**src/hw/rtl/dpa_pkg.sv**
```systemverilog
// Shared types and codes for the partition allocator.
// No dependencies.
`timescale 1ns / 1ps
package dpa_pkg;
  localparam logic [1:0] REQ_INIT = 2'd0;
  localparam logic [1:0] REQ_ALLOC = 2'd1;
  localparam logic [1:0] REQ_FREE = 2'd2;
  localparam logic [1:0] REQ_COMPACT = 2'd3;
  localparam logic [1:0] FIT_FIRST = 2'd0;
  localparam logic [1:0] FIT_BEST = 2'd1;
  localparam logic [1:0] FIT_WORST = 2'd2;
  localparam logic [1:0] FIT_NEXT = 2'd3;
  localparam logic [2:0] ST_OK = 3'd0;
  localparam logic [2:0] ST_BAD_SIZE = 3'd1;
  localparam logic [2:0] ST_NO_FIT = 3'd2;
  localparam logic [2:0] ST_BAD_ID = 3'd3;
  localparam logic [2:0] ST_NOT_FOUND = 3'd4;
  localparam logic [2:0] ST_FULL = 3'd5;
  localparam logic [31:0] DEFAULT_MEMORY = 32'd1048576;
  localparam logic CFG_FIT_MODE = 1'b0;
  localparam logic CFG_MEMORY_SIZE = 1'b1;
  // Datapath operations.
  localparam logic [3:0] OP_NONE = 4'd0;
  localparam logic [3:0] OP_INIT = 4'd1;
  localparam logic [3:0] OP_SCAN_RST = 4'd2;
  localparam logic [3:0] OP_SCAN = 4'd3;
  localparam logic [3:0] OP_SHIFT_UP = 4'd4;
  localparam logic [3:0] OP_SPLIT = 4'd5;
  localparam logic [3:0] OP_GRANT = 4'd6;
  localparam logic [3:0] OP_RELEASE = 4'd7;
  localparam logic [3:0] OP_MERGE = 4'd8;
  localparam logic [3:0] OP_REMOVE = 4'd9;
  localparam logic [3:0] OP_COMP_STEP = 4'd10;
  localparam logic [3:0] OP_COMP_TAIL = 4'd11;
  localparam logic [3:0] OP_COMP_CLR = 4'd12;

  typedef struct packed {
    logic [3:0] op;
    logic       scan_free; // scan looks for an owner instead of a fit
    logic       merge_left; // merge target is index-1 instead of index+1
  } cmd_t;

  typedef struct packed {
    logic scan_done;
    logic found;
    logic exact;
    logic table_full;
    logic ids_out;
    logic shift_done;
    logic right_free;
    logic left_free;
    logic comp_done;
    logic clr_done;
  } stat_t;
endpackage

```
**src/hw/rtl/dpa_ctrl.sv**
```systemverilog
// Request sequencer for the partition allocator.
// Depends on dpa_pkg.
`timescale 1ns / 1ps
module dpa_ctrl (
  input  logic               clk,
  input  logic               rst,
  input  logic               start,
  input  logic [1:0]         req_type,
  input  logic               size_zero,
  input  logic               id_zero,
  input  dpa_pkg::stat_t     stat,
  output dpa_pkg::cmd_t      cmd,
  output logic               busy,
  output logic               done,
  output logic [2:0]         status
);
  localparam logic [3:0] S_IDLE = 4'd0;
  localparam logic [3:0] S_SCAN = 4'd1;
  localparam logic [3:0] S_CHECK = 4'd2;
  localparam logic [3:0] S_SHIFT = 4'd3;
  localparam logic [3:0] S_SPLIT = 4'd4;
  localparam logic [3:0] S_FSCAN = 4'd5;
  localparam logic [3:0] S_MR = 4'd6;
  localparam logic [3:0] S_RMR = 4'd7;
  localparam logic [3:0] S_ML = 4'd8;
  localparam logic [3:0] S_RML = 4'd9;
  localparam logic [3:0] S_COMP = 4'd10;
  localparam logic [3:0] S_CLR = 4'd11;
  localparam logic [3:0] S_FIN = 4'd12;
  localparam logic [3:0] S_FCHK = 4'd13;

  logic [3:0] state, state_next;
  logic [2:0] st_reg, st_next;

  assign busy = (state != S_IDLE);
  assign status = st_reg;

  always_comb begin
    state_next = state;
    st_next = st_reg;
    cmd = '0;
    done = 1'b0;
    case (state)
      S_IDLE: begin
        if (start) begin
          st_next = dpa_pkg::ST_OK;
          case (req_type)
            dpa_pkg::REQ_INIT: begin
              cmd.op = dpa_pkg::OP_INIT;
              state_next = S_FIN;
            end
            dpa_pkg::REQ_ALLOC: begin
              if (size_zero) begin
                st_next = dpa_pkg::ST_BAD_SIZE;
                state_next = S_FIN;
              end else begin
                cmd.op = dpa_pkg::OP_SCAN_RST;
                state_next = S_SCAN;
              end
            end
            dpa_pkg::REQ_FREE: begin
              if (id_zero) begin
                st_next = dpa_pkg::ST_BAD_ID;
                state_next = S_FIN;
              end else begin
                cmd.op = dpa_pkg::OP_SCAN_RST;
                cmd.scan_free = 1'b1;
                state_next = S_FSCAN;
              end
            end
            default: begin
              cmd.op = dpa_pkg::OP_SCAN_RST;
              state_next = S_COMP;
            end
          endcase
        end
      end
      S_SCAN: begin
        cmd.op = dpa_pkg::OP_SCAN;
        if (stat.scan_done) state_next = S_CHECK;
      end
      S_CHECK: begin
        if (!stat.found) begin
          st_next = dpa_pkg::ST_NO_FIT;
          state_next = S_FIN;
        end else if (stat.ids_out || (!stat.exact && stat.table_full)) begin
          st_next = dpa_pkg::ST_FULL;
          state_next = S_FIN;
        end else if (stat.exact) begin
          cmd.op = dpa_pkg::OP_GRANT;
          state_next = S_FIN;
        end else begin
          state_next = S_SHIFT;
        end
      end
      S_SHIFT: begin
        if (stat.shift_done) begin
          cmd.op = dpa_pkg::OP_SPLIT;
          state_next = S_SPLIT;
        end else begin
          cmd.op = dpa_pkg::OP_SHIFT_UP;
        end
      end
      S_SPLIT: begin
        cmd.op = dpa_pkg::OP_GRANT;
        state_next = S_FIN;
      end
      S_FSCAN: begin
        cmd.op = dpa_pkg::OP_SCAN;
        cmd.scan_free = 1'b1;
        if (stat.scan_done) state_next = S_FCHK;
      end
      S_FCHK: begin
        if (!stat.found) begin
          st_next = dpa_pkg::ST_NOT_FOUND;
          state_next = S_FIN;
        end else begin
          cmd.op = dpa_pkg::OP_RELEASE;
          state_next = S_MR;
        end
      end
      S_MR: begin
        if (stat.right_free) begin
          cmd.op = dpa_pkg::OP_MERGE;
          state_next = S_RMR;
        end else begin
          state_next = S_ML;
        end
      end
      S_RMR: begin
        if (stat.shift_done) state_next = S_ML;
        else cmd.op = dpa_pkg::OP_REMOVE;
      end
      S_ML: begin
        if (stat.left_free) begin
          cmd.op = dpa_pkg::OP_MERGE;
          cmd.merge_left = 1'b1;
          state_next = S_RML;
        end else begin
          state_next = S_FIN;
        end
      end
      S_RML: begin
        if (stat.shift_done) state_next = S_FIN;
        else cmd.op = dpa_pkg::OP_REMOVE;
      end
      S_COMP: begin
        if (stat.comp_done) begin
          cmd.op = dpa_pkg::OP_COMP_TAIL;
          state_next = S_CLR;
        end else begin
          cmd.op = dpa_pkg::OP_COMP_STEP;
        end
      end
      S_CLR: begin
        if (stat.clr_done) state_next = S_FIN;
        else cmd.op = dpa_pkg::OP_COMP_CLR;
      end
      S_FIN: begin
        done = 1'b1;
        state_next = S_IDLE;
      end
      default: state_next = S_IDLE;
    endcase
  end

  always_ff @(posedge clk) begin
    if (rst) begin
      state <= S_IDLE;
      st_reg <= dpa_pkg::ST_OK;
    end else begin
      state <= state_next;
      st_reg <= st_next;
    end
  end
endmodule

```
**config.mk**
```make
export PLATFORM = sky130hd
export DESIGN_NAME = dpa_ctrl
export DESIGN_NICKNAME = d
export VERILOG_FILES = /design/src/hw/rtl/dpa_pkg.sv /design/src/hw/rtl/dpa_ctrl.sv
export SDC_FILE = /design/constraint.sdc
export NUM_CORES = 1
export LEC_CHECK = 0
export BUFFER_PORTS_ARGS = -buffer_cell sky130_fd_sc_hd__buf_2
export CAP_MARGIN = 20
export CELL_PAD_IN_SITES_DETAIL_PLACEMENT = 1
export CELL_PAD_IN_SITES_GLOBAL_PLACEMENT = 2
export CORE_UTILIZATION = 29
export CTS_CLUSTER_DIAMETER = 150
export DETAILED_ROUTE_END_ITERATION = 7
export GPL_TIMING_DRIVEN = 0
export PLACE_DENSITY_LB_ADDON = 0.05
export SLEW_MARGIN = 0
export SYNTH_ARGS = -nofsm -noshare
export SYNTH_HDL_FRONTEND = slang
export SYNTH_SLANG_ARGS = --single-unit
```
**constraint.sdc**
```tcl
create_clock -name clk -period 2 [get_ports clk]
set_input_delay 0.1 -clock clk [delete_from_list [all_inputs] [get_ports clk]]
set_output_delay 0.1 -clock clk [all_outputs]
set_load 0.05 [all_outputs]
```
# == Yosys cells after proc, flatten, opt, wreduce, memory -nomap -nowiden ==
# Index checks and enable logic that the tools add are counted.
# word_totals
wordCells,84
ram_bits,0
latch_bits,0
mem_bits_ro,0
ff_bits,7
input_bits,17
mem_count,0
# op_classes
n_eq_ne,25
bitwise,0
n_reduce_logical,11
addsub,0
mul,0
shift,0
order_cmp,0
div,0
muxes,46
# ops
cell,count
2-to-1 mux 4 bit,19
one-hot mux 4 bit (13 select lines),1
one-hot mux 4 bit (11 select lines),1
2-to-1 mux 3 bit,10
"== test 4 bit, second input constant",6
"!= test 2 bit, second input constant",9
"== test 4 x 3 -> 1 bit, second input constant",4
one-hot mux 4 bit (3 select lines),1
one-hot mux 3 bit (3 select lines),1
"== test 4 x 2 -> 1 bit, second input constant",2
AND reduction 8 bit,1
2-to-1 mux 1 bit,7
one-hot mux 2 bit (3 select lines),1
2-to-1 mux 5 bit,1
"== test 4 x 1 -> 1 bit, second input constant",1
zero test 4 bit,1
2-to-1 mux 2 bit,2
one-hot mux 2 bit (2 select lines),1
AND reduction 4 bit,1
nonzero test 4 bit,1
OR reduction 2 bit,2
"!= test 3 bit, second input constant",1
nonzero test 3 bit,1
"== test 2 x 1 -> 1 bit, second input constant",1
other kinds (6),6

# == Logic depth before layout (Yosys ltp) ==
# Gate-level depths: netlist of run 1.
# logic_depth
ltp_word,6
mapped_depth,7
ltp_nobuf,6

# == Worst setup path before layout of run 1 ==
# Ideal clock, no wire load.
# synth_path
path_type,reg-to-output
from,reg state[3]
to,out cmd[5] in the netlist's numbering
stages_incl_launch_ff,6
arrival_time_ps,2324
n_path_buf,1
path_slack_ps,-424
cell_sequence,dfxtp_1 buf_2 nor2b_1 nand2_1 nor3_1 or3_1
# synth_rtl
item,line_no,source
start: declaration,dpa_ctrl.sv:32,"logic [3:0] state, state_next;"
start signal: assignment,dpa_ctrl.sv:172,state <= state_next;
end: declaration,dpa_ctrl.sv:12,"output dpa_pkg::cmd_t cmd,"

==> summary.md, run 1 <==
| Metric | Value |
|---|---|
| Hold slack | 112 ps |
| Post-synth cell types | 52 |
| Startpoint Class | flip-flop |
| Diodes inserted | 0 |
| Post-Syn Instances | between 100 and 150 |
| Fin Setup TNS | 0 ps |
| CTS tree | done |
| Die W | just over 60 um |
| Tcrit/Tclk final | a little over nine tenths |
| Worst VDD drop | between 0.7 and 0.8 mV |
| Initial Utilization | a little under a third |
| Setup violations, final | 0 |
| Filler cells | about 440 |
| Number of global-route vias before repair | 1,124 |
| Synth Register Bits | 7 |
| Core Util, Final | between 40% and 50% |
| Worst slew margin | between 70 and 80% |
| Final Max Tran Viols | 0 |
| Synthesized area per cell | between 7 and 8 um^2 |
| Core area | 3360 um^2 |
| Clock Skews | ~2.2 ps |
| Routed via count | approximately 1,200 |
| Reg2reg start | state[1] |
| Final hold viol count | 0 |
| Top-count cell post-synth | inv_1 |
| ANT nets after route | 0 |
| Global route overflow | 0 |
| Rows | 21 |
| Clk sinks | 7 |
| Detailed-placement wirelength estimate | between 2000 and 3000 um |
| Internal reg-to-reg setup slack | just under 300 ps |
| GRT Util Overall | between 20% and 30% |
| Nets@finish | slightly below 200 |
| Post-DP Area | about 1200 um^2 |
| Max-Cap Viols | 0 |
| Sequential share of the synthesized area | about 14% |
| Tmin final | about 1900 ps |
| Final cell area excluding filler cells | approximately 1400 um^2 |
| Max FO, Critical Path | 10 |
| Port buffer count | 27 |
| Worst hold stages | 2 |
| CP endpoint kind | primary output |
| Multi-input logic area | between 800 and 900 um^2 |
| CP arrival | about 1800 ps |
| Largest net degree at the start of global routing | 11 |
| Critical R2R Capture | state[3] |
| Hold Buf Count CTS | 0 |
| Post-CTS setup buffer count | 0 |
| First-pass GRT wire length | between 5000 and 6000 um |
| Synth top area share | 13.6% |
| Worst setup slack after layout | 93.0 ps |
| Clock H-tree levels | 1 |
| Clk buf depth | 2 |
| Die Height | slightly above 60 um |
| Fmax achieved | roughly 520 MHz |
| Pwr Total | between 2 and 2.5 mW |
| Gpl congestion | slightly above 0.8 |
| Die area | between 3000 and 4000 um^2 |
| Pleak | between 0.5 and 0.6 nW |
| Routed WL | approximately 3800 um |
| Share of flip-flops with an asynchronous set or reset | 0% |
| Per-cell routed wire length | 17.5 um |
| Min-delay src | rst |
| Top Ports | 28 |
| WP data required | about 1900 ps |
| Synth top area cells | dfxtp_1 14%, ha_1 6.1%, nand2b_1 4.8% |
| Critical path type | flip-flop to primary output |
| Placed cells | between 200 and 250 |
| Yosys warnings | 0 |
| Main synth FF type | dfxtp_1 |
| Latest clock arrival within the worst-skew pair | 240 ps |
| DRC viols | 0 |
| Fin cells | approximately 220 |
| Synthesized area | between 1000 and 1500 um^2 |
| Hold EP | status[0] |
| Net Count, Synth | between 150 and 200 |
| Initial drt markers | between 40 and 50 |
| Layout cell share with drive strength beyond 1 | between 30% and 40% |
| Initial DRT Pass Iterations | 4 |
| Number of flops mapped to enable cells by yosys | 0 |
| Reg clk slew, reported paths | ~50 ps |
| Drt via density | between 5 and 6 |
| Initial antenna violation count | 0 |
| Root buffer cell | clkbuf_4 |
| Top post-synthesis cells by count | 10 x inv_1, 8 x buf_2, 8 x nand2b_1 |
| Area grow syn2layout | 31.2% |
| Worst Tran Pin Value | between 400 and 500 ps |
| CTS buffer count | 3 |
| Pre-CTS WS | -99.7 ps |
| R2R depth | 6 |
| Area leader, netlist | dfxtp_1 |
| Hold crit path type | input pin to flip-flop |
| Cell Pwr Density | about 1600 nW/um^2 |
| Outcome | complete, no violations |
| Register area | 141 um^2 |
-- registers in the layout (all words and copies together), names as in the netlist --
signal and cells:
state 4, status 3
-- cells in the final DEF (no fill, tap or decap), types with 3 or more instances in the layout --
cell / netlist / final
buf_6: 1 / 5
a211oi_1: 5 / 4
nor2b_1: 5 / 5
ha_1: 5 / 5
clkbuf_4: 0 / 5
buf_2: 8 / 25
o21ai_0: 7 / 5
nor3_1: 5 / 3
dfxtp_1: 7 / 6
o21ai_1: 3 / 5
nand2_1: 5 / 5
nand2b_1: 8 / 8
nand3b_1: 3 / 3
buf_4: 0 / 5
a21oi_1: 7 / 7
inv_1: 10 / 10
nand4_1: 3 / 3
nor2_1: 4 / 4
o32a_1: 4 / 4
-- what timing repair did --
item	4_1_cts	5_1_grt
gates resized for setup	15	16
endpoints found under the setup margin	4	5
pin swaps	1	1
-- power by group --
part           internal (mW)  switching (mW)  total, mW
Combinational          0.650            1.18       1.83
Clock                 0.0758          0.0469      0.123
Sequential             0.199          0.0330      0.232
Total                  0.925            1.26       2.19
-- worst max-delay path by stage --
stage,startpoint,endpoint,depth (start not counted)
after floorplan,state[3],cmd[2],6
after global placement,state[2],cmd[2],8
after detailed placement,state[3],cmd[2],8
after CTS,state[3],cmd[2],8
after global routing,state[3],cmd[2],8
final,state[2],cmd[2],8
-- kinds of logic after synthesis --
| group | Yosys count | synth area share, % |
|---|---|---|
| AND/OR/NAND/NOR | 54 | 34.5 |
| AO/OA/AOI/OAI | 51 | 36.2 |
| adder cells (fa/ha/maj) | 5 | 6.05 |
| flip-flops | 7 | 13.6 |
| buffers and inverters | 22 | 9.69 |
-- worst max-delay path: stages, from the launching register on --
cell	delay, ps
dfxtp_1	310
buf_6	140
clkbuf_4	190
buf_6	170
a21boi_4	140
o22ai_1	100
a32oi_1	210
o21ai_1	100
buf_4	200
-- per-layer routing --
metal	up-vias	routed length [um]	GRT usage, %
met4	0	36	7.62
met3	4	114	1.04
met1	598	1890	31.4
li1	604	-	-
met2	24	1740	32.3
met5	-	0	0
-- layout make-up --
| type | count | share of cell area [%] |
|---|---|---|
| multi-input cells | 110 | 62.0 |
| inverters | 10 | 2.77 |
| flip-flops and latches | 7 | 10.4 |
| clock buffers | 4 | 1.94 |
| repair buffers | 27 | 10.8 |
| well taps | 46 | 4.24 |
| plain buffers | 12 | 7.84 |
No activity file was read; power rests on OpenSTA's default activity.
==> run 2, diff against run 1 <==
Clock period 2 ns to 1.8 ns, I/O delays scaled along.
==> run 2 against run 1 <==
The run now ends with negative setup slack left. Clock skew increased by 6.3 ps. Final area increased by 27%. Combinational power rose by 56%. Via count rose by 17%. Critical path type unchanged. Largest power group unchanged. Power grew 50%. Clock-buffer cell count stayed put. Sequential share of layout area down 2.0 points. Routed wire length up 31%. Sequential cell count stayed put. Die area stayed put. Global-route usage up 2.4 points. Setup slack worse by 150 ps.
==> summary.md, run 2 (synthesis gave the netlist of run 1 again) <==
| Metric | Value |
|---|---|
| Min-delay src | rst |
| Top Ports | 28 |
| DRC viols | 0 |
| Top delay family on crit path | buffers and inverters |
| Rows | 21 |
| Worst slew margin | between 60% and 70% |
| Initial antenna violation count | 0 |
| Placed cells | between 200 and 250 |
| Buf/Inv on CP | 4 |
| Area grow syn2layout | 66.2% |
| Worst setup slack after layout | -53.5 ps |
| Fmax achieved | about 540 MHz |
| Max-Cap Viols | 0 |
| Initial drt markers | ~90 |
| Max FO, Critical Path | 10 |
| Setup violations, final | 2 |
| Reg clk slew, reported paths | around 50 ps |
| Hold EP | status[0] |
| Die area | 3810 um^2 |
| Clk sinks | 7 |
| Per-cell routed wire length | between 20 and 25 um |
| Routed via count | roughly 1,400 |
| Cell Pwr Density | about 1900 nW/um^2 |
| ANT nets after route | 0 |
| Final hold viol count | 0 |
| Fin Setup TNS | -56.1 ps |
| Core area | around 3400 um^2 |
| Gpl congestion | 0.801 |
| Startpoint Class | flip-flop |
| CTS tree | done |
| RSZ-0062 raised after global routing | true |
| Number of global-route vias before repair | 1,279 |
| Cell Chain, Critical Path | buf_8 > clkinvlp_4 > buf_4 > a211oi_4 > or3_4 > buf_6 |
| Layout cell share with drive strength beyond 1 | between 40% and 50% |
| Largest reg by FF count | state |
| Worst hold stages | 2 |
| Slowest CP cell | dfxtp_2 |
| Detailed-placement wirelength estimate | between 2000 and 3000 um |
| WP data required | roughly 1700 ps |
| Global route overflow | 0 |
| Port buffer count | 27 |
| Tcrit/Tclk final | 103% |
| Most frequent cells in the layout | 24 x buf_4, 22 x buf_2, 8 x inv_1, 8 x buf_6, 7 x nand2b_1 |
| Tmin final | 1850 ps |
| R2R depth | 6 |
| Root buffer cell | clkbuf_4 |
| Die Height | about 62 um |
| CP endpoint kind | primary output |
| Hold crit path type | input pin to flip-flop |
| First-pass GRT wire length | about 6500 um |
| Die W | 61.7 um |
| Drt via density | around 6 |
| Diodes inserted | 0 |
| Routed WL | around 5000 um |
| Critical R2R Capture | status[2] |
| CTS buffer count | 3 |
| Worst VDD drop | approximately 1.0 mV |
| Fin cells | 240 |
| Max reg flops | 4 |
| Failing checks | negative setup slack |
| Outcome | finished with violations |
| Critical path type | flip-flop to primary output |
| GRT Util Overall | a little under a quarter |
| Slowest Stage Delay on Critical Path | 390 ps |
| Clock Skews | 8.52 ps |
| Clock H-tree levels | 1 |
| Largest net degree at the start of global routing | 11 |
| Pleak | slightly above 0.7 nW |
| Internal reg-to-reg setup slack | around 30 ps |
| Latest clock arrival within the worst-skew pair | between 200 and 300 ps |
| Initial DRT Pass Iterations | 4 |
| Clk buf depth | 2 |
| Nets@finish | approximately 220 |
| Pre-CTS WS | -344 ps |
| CP arrival | 1760 ps |
| Initial Utilization | 30.7% |
| Leading cell type in the layout, fill and taps excluded | buf_4 |
| Reg2reg start | state[3] |
| Worst Tran Pin Value | 464 ps |
| Final Max Tran Viols | 0 |
[run 2: through the flow]
stage	cell area (um^2)	power, mW	hold WS, ps	util [%]
after CTS	1470	2.66	95.1	43.6
after floorplan	1060	1.68	156	-
after global placement	1250	2.11	353	37.2
after global routing	1720	3.41	105	51.1
final	1720	3.28	96.3	51.1
after detailed placement	1250	2.12	355	37.2
[run 2: layout make-up]
| cell class | count | area [um^2] |
|---|---|---|
| buffer | 12 | 165 |
| clock buffer | 4 | 26.3 |
| fill | 423 | 1650 |
| inverter | 10 | 43.8 |
| multi-input combinational | 110 | 936 |
| sequential | 7 | 145 |
| tap | 46 | 57.6 |
| timing repair buffer | 51 | 344 |
[run 2: what timing repair did]
action	CTS	global route
gates resized for setup	45	25
hold buffers	0	0
setup endpoints to repair	7	9
buffers inserted	4	20
pin swaps	2	11
[run 2: worst max-delay path by stage]
| stage | from | end | cells after the start |
|---|---|---|---|
| after floorplan | state[1] | cmd[5] | 4 |
| after global placement | state[2] | cmd[2] | 8 |
| after detailed placement | state[3] | cmd[2] | 8 |
| after CTS | state[2] | cmd[2] | 8 |
| after global routing | state[1] | cmd[5] | 6 |
| final | state[1] | cmd[5] | 6 |
[run 2: per-layer routing]
| metal | track usage, % | share of wire, % |
|---|---|---|
| met1 | 31.9 | 43 |
| met2 | 39.9 | 50 |
| met5 | 0 | 0 |
| met4 | 7.30 | 1.2 |
| met3 | 1.45 | 6.3 |
[run 2: where the power goes]
group	internal, mW	switching, mW	total (mW)
Combinational	1.24	1.63	2.86
Clock	0.0842	0.0525	0.137
Sequential	0.229	0.0475	0.276
==> run 3, diff against run 2 <==
Settings changed: CELL_PAD_IN_SITES_DETAIL_PLACEMENT 1 to not set, CELL_PAD_IN_SITES_GLOBAL_PLACEMENT 2 to not set, CORE_UTILIZATION 29 to 35.
==> run 3 against run 2 <==
Setup slack improved by 68 ps. Cell count shrank 10%. Critical path depth decreased by 1. Highest routed layer unchanged. Sequential power decreased by 3%. Worst hold slack improved by 9.7 ps. Clock skew fell by 5.1 ps. The flow now finishes without violations. Non-clock buffer count is 10 lower. Sequential cell count is the same. Die area is 17% lower. Critical endpoint unchanged. Routed wire length down 24%.
==> summary.md, run 3 (synthesis gave the netlist of run 1 again) <==
| Metric | Value |
|---|---|
| Outcome | complete, no violations |
| Largest reg by FF count | state |
| CP arrival | ~1700 ps |
| Most frequent cells in the layout | 22 x buf_2, 15 x buf_4, 11 x buf_6, 10 x inv_1, 8 x nand2b_1 |
| Hold EP | status[0] |
| GRT Util Overall | a little under a quarter |
| Reg2reg start | state[3] |
| Setup crit start | state[3] |
| First-pass GRT wire length | around 5700 um |
| Diodes inserted | 0 |
| Drt via density | a little over 6 |
| Clock power frac | roughly 4.6% |
| Initial DRT Pass Iterations | 4 |
| Top delay family on crit path | simple AND/OR/NAND/NOR gates |
| Max-Cap Viols | 0 |
| Worst VDD drop | 1.35 mV |
| Setup violations, final | 0 |
| Initial Utilization | 37.2% |
| Leading cell type in the layout, fill and taps excluded | buf_2 |
| Post-DP Area | approximately 1200 um^2 |
| Placed cells | a little under 200 |
| Top Ports | 28 |
| P_sw | approximately 1.6 mW |
| Die W | about 56 um |
| Initial drt markers | 72 |
| Gate power share | roughly 86% |
| Worst Tran Pin Value | just under 500 ps |
| CTS tree | done |
| Final Max Tran Viols | 0 |
| Rows | 19 |
| Layout cell share with drive strength beyond 1 | 42.4% |
| Fin cells | roughly 220 |
| Root buffer cell | clkbuf_4 |
| Global route overflow | 0 |
| Nets@finish | 207 |
| Clk buf depth | 2 |
| Latest clock arrival within the worst-skew pair | roughly 240 ps |
| Clock Skews | approximately 3.4 ps |
| Register area | 144 um^2 |
| Largest net degree at the start of global routing | 11 |
| Power Internal | around 1.4 mW |
| Slowest CP cell | or3_1 |
| Area grow syn2layout | 52.4% |
| Hold crit path type | input pin to flip-flop |
| Max FO, Critical Path | 6 |
| Sequential share of power | 9.1% |
| Fmax achieved | roughly 560 MHz |
| Detailed-placement wirelength estimate | ~2600 um |
| Tcrit/Tclk final | about 100% |
| R2R depth | 6 |
| Per-cell routed wire length | 17.5 um |
| Number of global-route vias before repair | around 1,200 |
| Multi-input logic area | 913 um^2 |
| DRC viols | 0 |
| Die area | 3170 um^2 |
| Hold Buf Count CTS | 0 |
| CP endpoint kind | primary output |
| Reg clk slew, reported paths | about 50 ps |
| Gpl congestion | ~0.86 |
| Sw frac | approximately 52% |
| Cell Pwr Density | about 1900 nW/um^2 |
| Routed WL | around 3800 um |
| Cell mode on critical path | buf_6 |
| Clk sinks | 7 |
| Initial antenna violation count | 0 |
| Critical Path Stages | 5 |
| Min-delay src | rst |
| Clock H-tree levels | 1 |
| Critical R2R Capture | status[0] |
| Port buffer count | 27 |
| Fin Setup TNS | 0 ps |
| Worst hold stages | 2 |
| Startpoint Class | flip-flop |
| Pleak | 0.656 nW |
| Cell Chain, Critical Path | buf_6 > nor4b_1 > o31a_1 > or3_1 > buf_6 |
| Max reg flops | 4 |
| Slowest Stage Delay on Critical Path | between 300 and 400 ps |
| CTS buffer count | 3 |
| Final hold viol count | 0 |
| Worst slew margin | between 60% and 70% |
| Pwr Total | around 3.0 mW |
| Die Height | roughly 56 um |
| Filler cells | between 200 and 300 |
| Final cell area excluding filler cells | 1580 um^2 |
| Buf/Inv on CP | 2 |
| Critical path type | flip-flop to primary output |
| RSZ-0062 raised after global routing | true |
| Routed via count | roughly 1,300 |
| Core area | between 2000 and 3000 um^2 |
| Tmin final | 1790 ps |
| Internal reg-to-reg setup slack | about 70 ps |
| WP data required | approximately 1700 ps |
| ANT nets after route | 0 |
## run 3: cell types whose count changed in the layout (fill, tap and decap cells not counted), sizes merged
cell      previous run  this run
buf                 61        52
clkbuf               6         5
clkinvlp             1         0
inv                  9        10
## run 3: routing by layer
layer | GRT usage (%) | routed length [um]
met5 | 0 | 0
met2 | 36.1 | 1820
met4 | 8.01 | 42
met3 | 3.00 | 222
met1 | 32.1 | 1670
## run 3: cell type report
cell class,instances,area share (%)
repair buffers,41,17.2
inverters,10,2.38
clock buffers,4,1.67
plain buffers,12,9.13
well taps,31,2.46
flip-flops and latches,7,9.13
multi-input cells,110,58.0
## run 3: how the worst max path moves through the flow
stage	endpoint	slack, ps
6_report	cmd[5]	10
5_1_grt	cmd[5]	-30
4_1_cts	cmd[2]	-3
3_5_place_dp	cmd[2]	-330
3_3_place_gp	cmd[2]	-310
2_1_floorplan	cmd[5]	-160
## run 3: per-stage QoR
step | worst slack, ps | hold WS [ps] | util, %
2_1_floorplan | -157 | 156 | -
3_3_place_gp | -308 | 337 | 44.4
3_5_place_dp | -333 | 345 | 44.4
4_1_cts | -3.14 | 84.2 | 51.9
5_1_grt | -30.9 | 102 | 56.6
6_report | 14.9 | 106 | 56.6
## run 3: power by group through the flow
stage,Sequential (mW),Combinational (mW),Clock [mW]
2_1_floorplan,0.328,1.35,0
3_3_place_gp,0.255,1.83,0
3_5_place_dp,0.260,1.82,0
4_1_cts,0.264,2.22,0.140
5_1_grt,0.280,2.70,0.148
6_report,0.269,2.56,0.137
## run 3: repair_timing
action | CTS | global route
pin swaps | 4 | 8
buffers inserted | 4 | 10
resized for setup | 44 | 14
endpoints found under the setup margin | 6 | 12
